### src/rtl/ltmf_pkg.sv
package ltmf_pkg;

   localparam int WINDOW_DEPTH = 10;
   localparam int TIME_W = 32;
   localparam int PERIOD_W = 24;
   localparam int DELAY_W = 23;
   localparam int PTR_W = $clog2(WINDOW_DEPTH);
   localparam int CNT_W = $clog2(WINDOW_DEPTH + 1);
   localparam int SUM_W = DELAY_W + $clog2(WINDOW_DEPTH);
   localparam int TRIM_DIV = WINDOW_DEPTH - 2;

   localparam logic [DELAY_W-1:0] EXCESS_CAP = DELAY_W'(20000 * 256 - 1);
   localparam logic [PERIOD_W-1:0] PERIOD_RESET = PERIOD_W'(8533);

   localparam int CSR_ADDR_W = 3;
   localparam int CSR_DATA_W = 32;
   localparam logic [CSR_ADDR_W-1:0] ADDR_PERIOD = '0;

   typedef struct packed {
      logic capture;
      logic take_first;
      logic diff;
      logic push;
      logic scan_step;
      logic emit;
   } cmd_type;

   typedef struct packed {
      logic awaiting_first;
      logic excess_positive;
      logic window_full;
      logic scan_last;
      logic out_free;
   } status_type;

endpackage

### src/rtl/ltmf_ctrl.sv
module ltmf_ctrl (
   input  logic                 clock,
   input  logic                 reset,
   input  logic                 req_valid,
   output logic                 req_stall,
   input  ltmf_pkg::status_type status,
   output ltmf_pkg::cmd_type    cmd
);
   import ltmf_pkg::*;

   typedef enum logic [4:0] {
      ST_IDLE   = 5'b00001,
      ST_DIFF   = 5'b00010,
      ST_PUSH   = 5'b00100,
      ST_SCAN   = 5'b01000,
      ST_FINISH = 5'b10000
   } state_type;

   state_type state_ff;
   state_type state_in;

   assign req_stall = (state_ff != ST_IDLE);

   always_comb begin
      state_in = state_ff;
      cmd = '0;
      case (state_ff)
         ST_IDLE: begin
            if (req_valid) begin
               cmd.capture = 1'b1;
               state_in = ST_DIFF;
            end
         end
         ST_DIFF: begin
            if (status.awaiting_first) begin
               cmd.take_first = 1'b1;
               state_in = ST_IDLE;
            end else begin
               cmd.diff = 1'b1;
               state_in = ST_PUSH;
            end
         end
         ST_PUSH: begin
            if (!status.excess_positive) begin
               state_in = ST_IDLE;
            end else begin
               cmd.push = 1'b1;
               state_in = status.window_full ? ST_SCAN : ST_IDLE;
            end
         end
         ST_SCAN: begin
            cmd.scan_step = 1'b1;
            if (status.scan_last) begin
               state_in = ST_FINISH;
            end
         end
         ST_FINISH: begin
            if (status.out_free) begin
               cmd.emit = 1'b1;
               state_in = ST_IDLE;
            end
         end
         default: begin
            state_in = ST_IDLE;
         end
      endcase
   end

   always_ff @(posedge clock) begin
      if (reset) begin
         state_ff <= ST_IDLE;
      end else begin
         state_ff <= state_in;
      end
   end

endmodule

### src/rtl/ltmf_datapath.sv
module ltmf_datapath (
   input  logic                            clock,
   input  logic                            reset,
   input  ltmf_pkg::cmd_type               cmd,
   output ltmf_pkg::status_type            status,
   input  logic [ltmf_pkg::TIME_W-1:0]     arrival_time_q8,
   input  logic [ltmf_pkg::PERIOD_W-1:0]   expected_period_q8,
   output logic                            rsp_valid,
   input  logic                            rsp_stall,
   output logic [ltmf_pkg::DELAY_W-1:0]    mean_delay_q8
);
   import ltmf_pkg::*;

   logic [TIME_W-1:0]  arrival_ff, arrival_in;
   logic [TIME_W-1:0]  ref_ff, ref_in;
   logic [TIME_W-1:0]  elapsed_ff, elapsed_in;
   logic               awaiting_ff, awaiting_in;
   logic [DELAY_W-1:0] ring_ff [WINDOW_DEPTH];
   logic [DELAY_W-1:0] ring_in [WINDOW_DEPTH];
   logic [PTR_W-1:0]   ptr_ff, ptr_in;
   logic [CNT_W-1:0]   count_ff, count_in;
   logic [PTR_W-1:0]   idx_ff, idx_in;
   logic [SUM_W-1:0]   sum_ff, sum_in;
   logic [DELAY_W-1:0] hi_ff, hi_in;
   logic [DELAY_W-1:0] lo_ff, lo_in;
   logic               valid_ff, valid_in;
   logic [DELAY_W-1:0] mean_ff, mean_in;

   logic [TIME_W-1:0]  period_ext;
   logic [TIME_W-1:0]  excess_raw;
   logic [DELAY_W-1:0] excess;
   logic [DELAY_W-1:0] tap;
   logic [SUM_W-1:0]   trimmed;
   logic [SUM_W-1:0]   quotient;

   assign period_ext = TIME_W'(expected_period_q8);
   assign excess_raw = elapsed_ff - period_ext;
   assign excess = (excess_raw > TIME_W'(EXCESS_CAP)) ? EXCESS_CAP
                                                      : excess_raw[DELAY_W-1:0];
   assign tap = ring_ff[idx_ff];
   assign trimmed = sum_ff - SUM_W'(hi_ff) - SUM_W'(lo_ff);
   assign quotient = trimmed / SUM_W'(TRIM_DIV);

   assign status.awaiting_first = awaiting_ff;
   assign status.excess_positive = (elapsed_ff > period_ext);
   assign status.window_full = (count_ff == CNT_W'(WINDOW_DEPTH));
   assign status.scan_last = (idx_ff == PTR_W'(WINDOW_DEPTH - 1));
   assign status.out_free = !valid_ff || !rsp_stall;

   assign rsp_valid = valid_ff;
   assign mean_delay_q8 = mean_ff;

   always_comb begin
      arrival_in = arrival_ff;
      ref_in = ref_ff;
      elapsed_in = elapsed_ff;
      awaiting_in = awaiting_ff;
      ring_in = ring_ff;
      ptr_in = ptr_ff;
      count_in = count_ff;
      idx_in = idx_ff;
      sum_in = sum_ff;
      hi_in = hi_ff;
      lo_in = lo_ff;
      valid_in = valid_ff;
      mean_in = mean_ff;

      if (cmd.capture) begin
         arrival_in = arrival_time_q8;
      end
      if (cmd.take_first) begin
         ref_in = arrival_ff;
         awaiting_in = 1'b0;
      end
      if (cmd.diff) begin
         elapsed_in = arrival_ff - ref_ff;
      end
      if (cmd.push) begin
         ring_in[ptr_ff] = excess;
         ptr_in = (ptr_ff == PTR_W'(WINDOW_DEPTH - 1)) ? '0 : ptr_ff + 1'b1;
         idx_in = '0;
         if (count_ff == CNT_W'(WINDOW_DEPTH)) begin
            ref_in = arrival_ff;
         end else begin
            count_in = count_ff + 1'b1;
         end
      end
      if (cmd.scan_step) begin
         idx_in = idx_ff + 1'b1;
         if (idx_ff == '0) begin
            sum_in = SUM_W'(tap);
            hi_in = tap;
            lo_in = tap;
         end else begin
            sum_in = sum_ff + SUM_W'(tap);
            if (tap > hi_ff) begin
               hi_in = tap;
            end
            if (tap < lo_ff) begin
               lo_in = tap;
            end
         end
      end
      if (cmd.emit) begin
         valid_in = 1'b1;
         mean_in = quotient[DELAY_W-1:0];
      end else if (!rsp_stall) begin
         valid_in = 1'b0;
      end
   end

   always_ff @(posedge clock) begin
      if (reset) begin
         ref_ff <= '0;
         awaiting_ff <= 1'b1;
         for (int i = 0; i < WINDOW_DEPTH; i++) begin
            ring_ff[i] <= '0;
         end
         ptr_ff <= '0;
         count_ff <= '0;
         idx_ff <= '0;
         valid_ff <= 1'b0;
      end else begin
         ref_ff <= ref_in;
         awaiting_ff <= awaiting_in;
         ring_ff <= ring_in;
         ptr_ff <= ptr_in;
         count_ff <= count_in;
         idx_ff <= idx_in;
         valid_ff <= valid_in;
      end
   end

   always_ff @(posedge clock) begin
      arrival_ff <= arrival_in;
      elapsed_ff <= elapsed_in;
      sum_ff <= sum_in;
      hi_ff <= hi_in;
      lo_ff <= lo_in;
      mean_ff <= mean_in;
   end

endmodule

### src/rtl/latency_trimmed_mean_filter_core.sv
// Channel   Handshake                   Payload
// req       req_valid / req_stall       req_arrival_time_q8 [31:0]
// rsp       rsp_valid / rsp_stall       rsp_mean_delay_q8 [22:0]
// csr       psel penable pwrite pready  paddr [2:0], pwdata / prdata [31:0]
//
// An item that only latches the reference passes the idle and diff states; one
// that pushes nothing or only fills the ring passes the push state as well.
// An item that yields a result goes on through the ten-entry scan and finish
// states; the scan takes one entry per cycle through the sum, max and min unit.
// Reset is synchronous and active high and clears the ring to zeros at once.
// A stalled result holds in the output register; the next item is still taken,
// but its own result waits in the last state until the output register frees.
module latency_trimmed_mean_filter_core (
   input  logic                                clock,
   input  logic                                reset,
   input  logic                                req_valid,
   output logic                                req_stall,
   input  logic [ltmf_pkg::TIME_W-1:0]         req_arrival_time_q8,
   output logic                                rsp_valid,
   input  logic                                rsp_stall,
   output logic [ltmf_pkg::DELAY_W-1:0]        rsp_mean_delay_q8,
   input  logic                                psel,
   input  logic                                penable,
   input  logic                                pwrite,
   input  logic [ltmf_pkg::CSR_ADDR_W-1:0]     paddr,
   input  logic [ltmf_pkg::CSR_DATA_W-1:0]     pwdata,
   output logic [ltmf_pkg::CSR_DATA_W-1:0]     prdata,
   output logic                                pready
);
   import ltmf_pkg::*;

   cmd_type              cmd;
   status_type           status;
   logic [PERIOD_W-1:0]  period_ff, period_in;

   assign pready = 1'b1;

   always_comb begin
      period_in = period_ff;
      if (psel && penable && pwrite && (paddr == ADDR_PERIOD)) begin
         period_in = pwdata[PERIOD_W-1:0];
      end
   end

   always_comb begin
      prdata = '0;
      if (paddr == ADDR_PERIOD) begin
         prdata = CSR_DATA_W'(period_ff);
      end
   end

   always_ff @(posedge clock) begin
      if (reset) begin
         period_ff <= PERIOD_RESET;
      end else begin
         period_ff <= period_in;
      end
   end

   ltmf_ctrl u_ctrl (
      .clock     (clock),
      .reset     (reset),
      .req_valid (req_valid),
      .req_stall (req_stall),
      .status    (status),
      .cmd       (cmd)
   );

   ltmf_datapath u_datapath (
      .clock              (clock),
      .reset              (reset),
      .cmd                (cmd),
      .status             (status),
      .arrival_time_q8    (req_arrival_time_q8),
      .expected_period_q8 (period_ff),
      .rsp_valid          (rsp_valid),
      .rsp_stall          (rsp_stall),
      .mean_delay_q8      (rsp_mean_delay_q8)
   );

endmodule
### config.mk
export PLATFORM = sky130hd
export DESIGN_NAME = latency_trimmed_mean_filter_core
export DESIGN_NICKNAME = d
export VERILOG_FILES = /design/src/rtl/ltmf_pkg.sv /design/src/rtl/ltmf_ctrl.sv /design/src/rtl/ltmf_datapath.sv /design/src/rtl/latency_trimmed_mean_filter_core.sv
export SDC_FILE = /design/constraint.sdc
export NUM_CORES = 1
export LEC_CHECK = 0
export ABC_AREA = 1
export BUFFER_PORTS_ARGS = -buffer_cell sky130_fd_sc_hd__buf_2
export CAP_MARGIN = 15
export CORE_MARGIN = 2
export CORE_UTILIZATION = 52
export DETAILED_ROUTE_END_ITERATION = 10
export PLACE_DENSITY = 0.76
export SLEW_MARGIN = 20
export SYNTH_ARGS = -nofsm -noshare
export SYNTH_HDL_FRONTEND = slang
export SYNTH_HIERARCHICAL = 1
export SYNTH_SLANG_ARGS = --single-unit
### constraint.sdc
create_clock -name clock -period 4.3 [get_ports clock]
set_clock_uncertainty 0.15 [all_clocks]
set_input_delay 0.86 -clock clock [delete_from_list [all_inputs] [get_ports clock]]
set_output_delay 0.86 -clock clock [all_outputs]
set_load 0.01 [all_outputs]
==> results.cfg, run 1 <==
[outcome]
status = complete, no violations

[cts]
htree_levels = 2
cts_hold_buf = 0
clk_pin_slew_worst_paths_ns = 0.06
clockBufferDepth = 3
cts_tree = yes
clock-sinks = 464
cts-root-buf = clkbuf_16
insertion_delay_ns = 0.61
cts_buffers = 51
post_cts_buffers = 0
post_cts_resized = 0

[floorplanning]
row_count = 85
core-area_sq_um = 53810
io_pins = 132
die_w_um = 237.2
die_h_um = 237.2
initial_utilization_pct = 52.56
dieArea_sq_um = 56270

[logic_synthesis]
syn_area_per_cell_sq_um = 7.348
synth-edff-count = 159
synth_area_sq_um = 28280
synthArstFlopShare_pct = 0
synth-seq-cells = 464
synthesis.instances = 3849
yosysSeqAreaShare_pct = 38.47
ys.flop_type = dfxtp_1
synthDistinctLibCells = 54
yosys_warnings = 6

[power]
netSwitchingFraction_pct = 23.62
share_comb_of_total_power_pct = 6.9
clockPowerShare_pct = 45.8
power.share.sequential_pct = 47.2
p_leak_uw = 0.01471
total_switching_power_uw = 2321
internal_power_uw = 7504
ir_worst_vdd_v = 0.0003817
pwr_density_cell_nw_per_um2 = 310.7
fin_total_pwr_uw = 9825

[worst_setup_path]
crit_path_end = u_datapath/ring_ff[40]$_SDFFE_PP0P_
end_kind = flip-flop
path_max_fanout = 13
critPathLaunchType = flip-flop
critPathLaunch = period_ff[19]$_SDFFE_PP0P_
reg2reg_from = period_ff[19]$_SDFFE_PP0P_
r2r_slack_ns = 0.43
crit-reg2reg-capture = u_datapath/ring_ff[40]$_SDFFE_PP0P_
reg2reg_depth = 21
worstSetupPathType = flip-flop to flip-flop
worst-endpoint-required_ns = 4.69
crit_arrival_ns = 4.26

[place]
dpl.hpwl_um = 51060
dp_worst_setup_slack_ns = 0.5189
portBuffers = 114
placed_area_sq_um = 29870
globalplace.congestion = 0.9588

[cells_and_area]
fin_nets = 4184
mostFrequentLayoutCell = nand2_1
area_growth_pct = 11.79
seq_area_sq_um = 10880
multi_input_area_sq_um = 14190
final_cell_mix = nand2_1, inv_1, nor2_1
fillers = 4911
design_area_sq_um = 31620
drive_gt1_share_pct = 10.93
insertedDiodeCount = 0

[grt]
globalRouteOverflowTotal = 0
grt_pass1_vias = 23980
antenna_found_initial = 0
grt_max_degree = 166
grtUsageMet3_pct = 4.297
track_usage_pct = 26.69
grt_pass1_wl_um = 122200
grt_use_met1_pct = 32.83
top_usage_layer = met2
grt_use_met2_pct = 46.12

[sta]
period_minus_slack_ns = 3.872
final-setup-viol-count = 0
slew_headroom_pct = 28.12
fmaxAchievable_mhz = 258.2
fin_ws_ns = 0.4278
timing.final.crit_share_pct = 90.05
rsz0062_at_grt = no
worst_slew_pin_slew_ns = 1.077
final_hold_viol_count = 0
maxSlewViolCount = 0
tns_ns = 0

[routing]
routedWlPerCell_um = 16.11
viasPerCell = 5.420
drtAntennaViolNets = 0
wl_um = 75190
routed-via-count = 25300
route.detailed.drc = 0
first_pass_iters = 6
drt_iter0_drc = 2206

[worst_hold_path]
hold_path_class = input port to flip-flop

[job]
maxCapViolCount = 0
==> power groups by stage <==
stage | clock network [uW] | logic (uW) | registers, uW
2_1_floorplan | 0 | 479 | 4730
3_3_place_gp | 0 | 655 | 4730
3_5_place_dp | 0 | 666 | 4740
4_1_cts | 4570 | 671 | 4640
5_1_grt | 4760 | 756 | 4650
6_report | 4500 | 682 | 4640
==> area by class of cell <==
| type | instances | area share [%] |
|---|---|---|
| sequential | 464 | 34.42 |
| clock buffer | 78 | 5.140 |
| multi-input combinational | 2566 | 44.88 |
| clock inverter | 14 | 0.3799 |
| tap | 696 | 2.754 |
| timing repair buffer | 209 | 4.820 |
| inverter | 641 | 7.610 |
==> how the worst min path moves through the flow <==
stage                                        startpoint                             endpoint  cells after the start
floorplan           u_datapath/awaiting_ff$_SDFFE_PP1P_  u_datapath/awaiting_ff$_SDFFE_PP1P_                      2
global placement       u_datapath/ref_ff[28]$_SDFF_PP0_     u_datapath/ref_ff[28]$_SDFF_PP0_                      2
detailed placement     u_datapath/ref_ff[15]$_SDFF_PP0_     u_datapath/ref_ff[15]$_SDFF_PP0_                      2
CTS                             req_arrival_time_q8[25]  u_datapath/arrival_ff[25]$_DFFE_PP_                      1
global route                    req_arrival_time_q8[25]  u_datapath/arrival_ff[25]$_DFFE_PP_                      1
finish                          req_arrival_time_q8[22]  u_datapath/arrival_ff[22]$_DFFE_PP_                      1
==> cells by family (layout without fill, tap and decap cells) <==
family | count (synthesis) | count (layout) | synth area share (%)
xor+xnor | 86 | 86 | 2.663
other cells | 2 | 9 | 0.02655
flops | 464 | 464 | 38.47
buf+inv | 826 | 942 | 11.73
compound gates | 717 | 717 | 14.36
simple gates | 1577 | 1577 | 24.26
fa+ha+maj | 177 | 177 | 8.494
==> sequential cells by signal, summed over array words and instances (netlist names) <==
register	cells
period_ff	24
u_ctrl/state_ff	5
u_datapath/arrival_ff	32
u_datapath/awaiting_ff	1
u_datapath/count_ff	4
u_datapath/elapsed_ff	32
u_datapath/hi_ff	23
u_datapath/idx_ff	4
u_datapath/lo_ff	23
u_datapath/mean_delay_q8	23
u_datapath/ptr_ff	4
u_datapath/ref_ff	32
u_datapath/ring_ff	230
u_datapath/rsp_valid	1
u_datapath/sum_ff	26
==> synth_stat cells, types with 20 or more instances <==
| cell | instances | area share (%) |
|---|---|---|
| nand2_1 | 815 | 11 |
| xor2_1 | 55 | 1.7 |
| o21a_1 | 24 | 0.64 |
| a21oi_2 | 61 | 1.9 |
| inv_1 | 615 | 8.2 |
| dfxtp_1 | 305 | 22 |
| nand3_1 | 108 | 1.9 |
| xnor2_1 | 31 | 0.96 |
| nor2_1 | 381 | 5.1 |
| ha_1 | 152 | 6.7 |
| o21ai_0 | 262 | 4.6 |
| a21oi_1 | 290 | 5.1 |
| fa_1 | 25 | 1.8 |
| nand4_1 | 198 | 4.4 |
| buf_2 | 20 | 0.35 |
| edfxtp_1 | 159 | 17 |
| clkbuf_1 | 121 | 1.6 |
==> worst max-delay path: stages (launching register included) <==
cell	delay [ns]
dfxtp_1	0.38
inv_1	0.12
ha_1	0.46
nand2_1	0.15
nor2_2	0.18
nand2_1	0.11
nor2_1	0.10
nand2_1	0.09
nand3_1	0.10
nand2_1	0.07
nand4_1	0.21
inv_1	0.07
nor2_1	0.17
inv_1	0.12
nor2_1	0.15
nand2_1	0.19
nor2_2	0.22
clkinv_1	0.21
buf_4	0.27
a21oi_1	0.15
nand2_1	0.07
inv_1	0.05
==> metrics by stage <==
stage | hold WS, ns | std cells | utilization [%]
3_5_place_dp | 0.3012 | 4576 | 55.51
3_3_place_gp | 0.2929 | 4576 | 55.51
6_report | 0.2745 | 4668 | 58.76
2_1_floorplan | 0.2699 | 3856 | -
5_1_grt | 0.2388 | 4668 | 58.76
4_1_cts | 0.2409 | 4668 | 58.76
==> per-layer routing <==
| metal | part of all wire [%] | wire, um |
|---|---|---|
| met2 | 47 | 35610 |
| met5 | 0 | 0 |
| met1 | 42 | 31670 |
| met4 | 4.5 | 3354 |
| met3 | 6.1 | 4550 |
No activity file was read; power rests on OpenSTA's default activity.
==> run 2, diff against run 1 <==
Settings changed: CORE_ASPECT_RATIO set to 1.5.
==> results.cfg, run 2 (synthesized netlist as in run 1, its figures left out) <==
[cts]
htree_levels = 2
clk_pin_slew_worst_paths_ns = 0.06
cts_tree = yes
cts_hold_buf = 0
cts-root-buf = clkbuf_16
clock-sinks = 464
clockBufferDepth = 3
insertion_delay_ns = 0.59
cts_buffers = 47

[worst_setup_path]
critPathLaunchType = flip-flop
crit_arrival_ns = 4.59
worstSetupPathType = flip-flop to flip-flop
end_kind = flip-flop
worst-endpoint-required_ns = 4.70
path_max_fanout = 7

[cells_and_area]
stdcell_count = 4656
multi_input_area_sq_um = 14230
insertedDiodeCount = 0
final_cell_mix = nand2_1, inv_1, nor2_1
fillers = 4974
seq_area_sq_um = 10880
top_register = u_datapath/ring_ff
mostFrequentLayoutCell = nand2_1
drive_gt1_share_pct = 10.71
fin_nets = 4180
largest_register_ffs = 230
area_growth_pct = 11.48

[worst_hold_path]
hold_path_class = input port to flip-flop

[floorplanning]
die_w_um = 194.4
dieArea_sq_um = 56310
die_h_um = 289.6
row_count = 104
core-area_sq_um = 53740
initial_utilization_pct = 52.63
io_pins = 132

[routing]
viasPerCell = 5.489
drt_iter0_drc = 1542
wl_um = 78360
route.detailed.drc = 2
first_pass_iters = 9
drtAntennaViolNets = 0
routedWlPerCell_um = 16.83
routed-via-count = 25560

[power]
total_switching_power_uw = 2241
power.share.sequential_pct = 49.2
clockPowerShare_pct = 43.5
ir_worst_vdd_v = 0.0003239
fin_total_pwr_uw = 9429
p_leak_uw = 0.01462
internal_power_uw = 7189
pwr_density_cell_nw_per_um2 = 299.1
netSwitchingFraction_pct = 23.76
share_comb_of_total_power_pct = 7.2

[place]
post-place-cells = 4565
portBuffers = 114
globalplace.congestion = 0.9836
dpl.hpwl_um = 55750

[outcome]
violations = DRC
status = finished, violations left

[grt]
globalRouteOverflowTotal = 0
grt_pass1_wl_um = 123100
track_usage_pct = 27.44
grt_pass1_vias = 24460
antenna_found_initial = 0
grt_max_degree = 105

[job]
maxCapViolCount = 0

[sta]
final_hold_viol_count = 0
final-setup-viol-count = 0
fmaxAchievable_mhz = 238.3
period_minus_slack_ns = 4.196
worst_slew_pin_slew_ns = 1.062
timing.final.crit_share_pct = 97.58
tns_ns = 0
maxSlewViolCount = 0
slew_headroom_pct = 28.70
run 2: worst max-delay path, cell delays in order, from the launching register on:
cell        delay [ns]
dfxtp_1           0.35
inv_1             0.14
ha_2              0.42
nand2_1           0.13
nor2_2            0.24
nand2_1           0.13
nor2_1            0.10
nand2_1           0.13
nand3_1           0.14
nand2_1           0.06
nand4_1           0.31
inv_1             0.10
nor2_2            0.23
inv_1             0.16
nor2_1            0.16
nand2_1           0.11
nor2_2            0.23
clkinvlp_4        0.32
buf_4             0.25
a21oi_1           0.13
nand2_1           0.08
inv_1             0.05
run 2: through the flow:
stage	utilization, %	instance area (sq um)	hold slack, ns	setup WS (ns)
finish	58.67	31530	0.2904	0.1042
global route	58.67	31530	0.2724	-0.03695
CTS	58.52	31450	0.2693	0.05477
detailed placement	55.69	29930	0.3009	0.1299
global placement	55.69	29930	0.2925	0.2771
floorplan	-	28320	0.2699	0.3643
run 2: path summary, 6_finish.rpt:
path / slack, ns / from / cells after the start / to
max: 0.10 / period_ff[23]$_SDFFE_PP0P_ / 21 / u_datapath/ring_ff[166]$_SDFFE_PP0P_
min: 0.29 / req_arrival_time_q8[24] / 1 / u_datapath/arrival_ff[24]$_DFFE_PP_
max reg2reg: 0.10 / period_ff[23]$_SDFFE_PP0P_ / 21 / u_datapath/ring_ff[166]$_SDFFE_PP0P_
min reg2reg: 0.31 / u_datapath/ref_ff[28]$_SDFF_PP0_ / 2 / u_datapath/ref_ff[28]$_SDFF_PP0_
run 2: power groups by stage:
stage	Combinational, uW	Sequential [uW]	Clock [uW]
floorplan	479	4730	0
global placement	660	4740	0
detailed placement	671	4740	0
CTS	675	4640	4190
global route	758	4640	4340
finish	683	4640	4110
run 2: layer usage:
layer | routed length (um) | part of all wire, % | up-vias | global-route usage [%]
met2 | 41610 | 53 | 780 | 53.45
met5 | 0 | 0 | - | 0
met3 | 3429 | 4.4 | 272 | 3.296
li1 | - | - | 12700 | -
met1 | 27650 | 35 | 11810 | 26.80
met4 | 5677 | 7.2 | 0 | 19.56
run 2: final cells by class:
class	count	share of cell area [%]
Clock buffer	64	4.226
Timing Repair Buffer	209	5.151
Sequential cell	464	34.52
Tap cell	689	2.734
Multi-Input combinational cell	2566	45.12
Clock inverter	23	0.5952
Inverter	641	7.655
run 2: repair_timing:
item | CTS | global route
buffers inserted | 0 | 4
endpoints found under the hold margin | 0 | 0
resized for setup | 0 | 7
endpoints found under the setup margin | 0 | 79
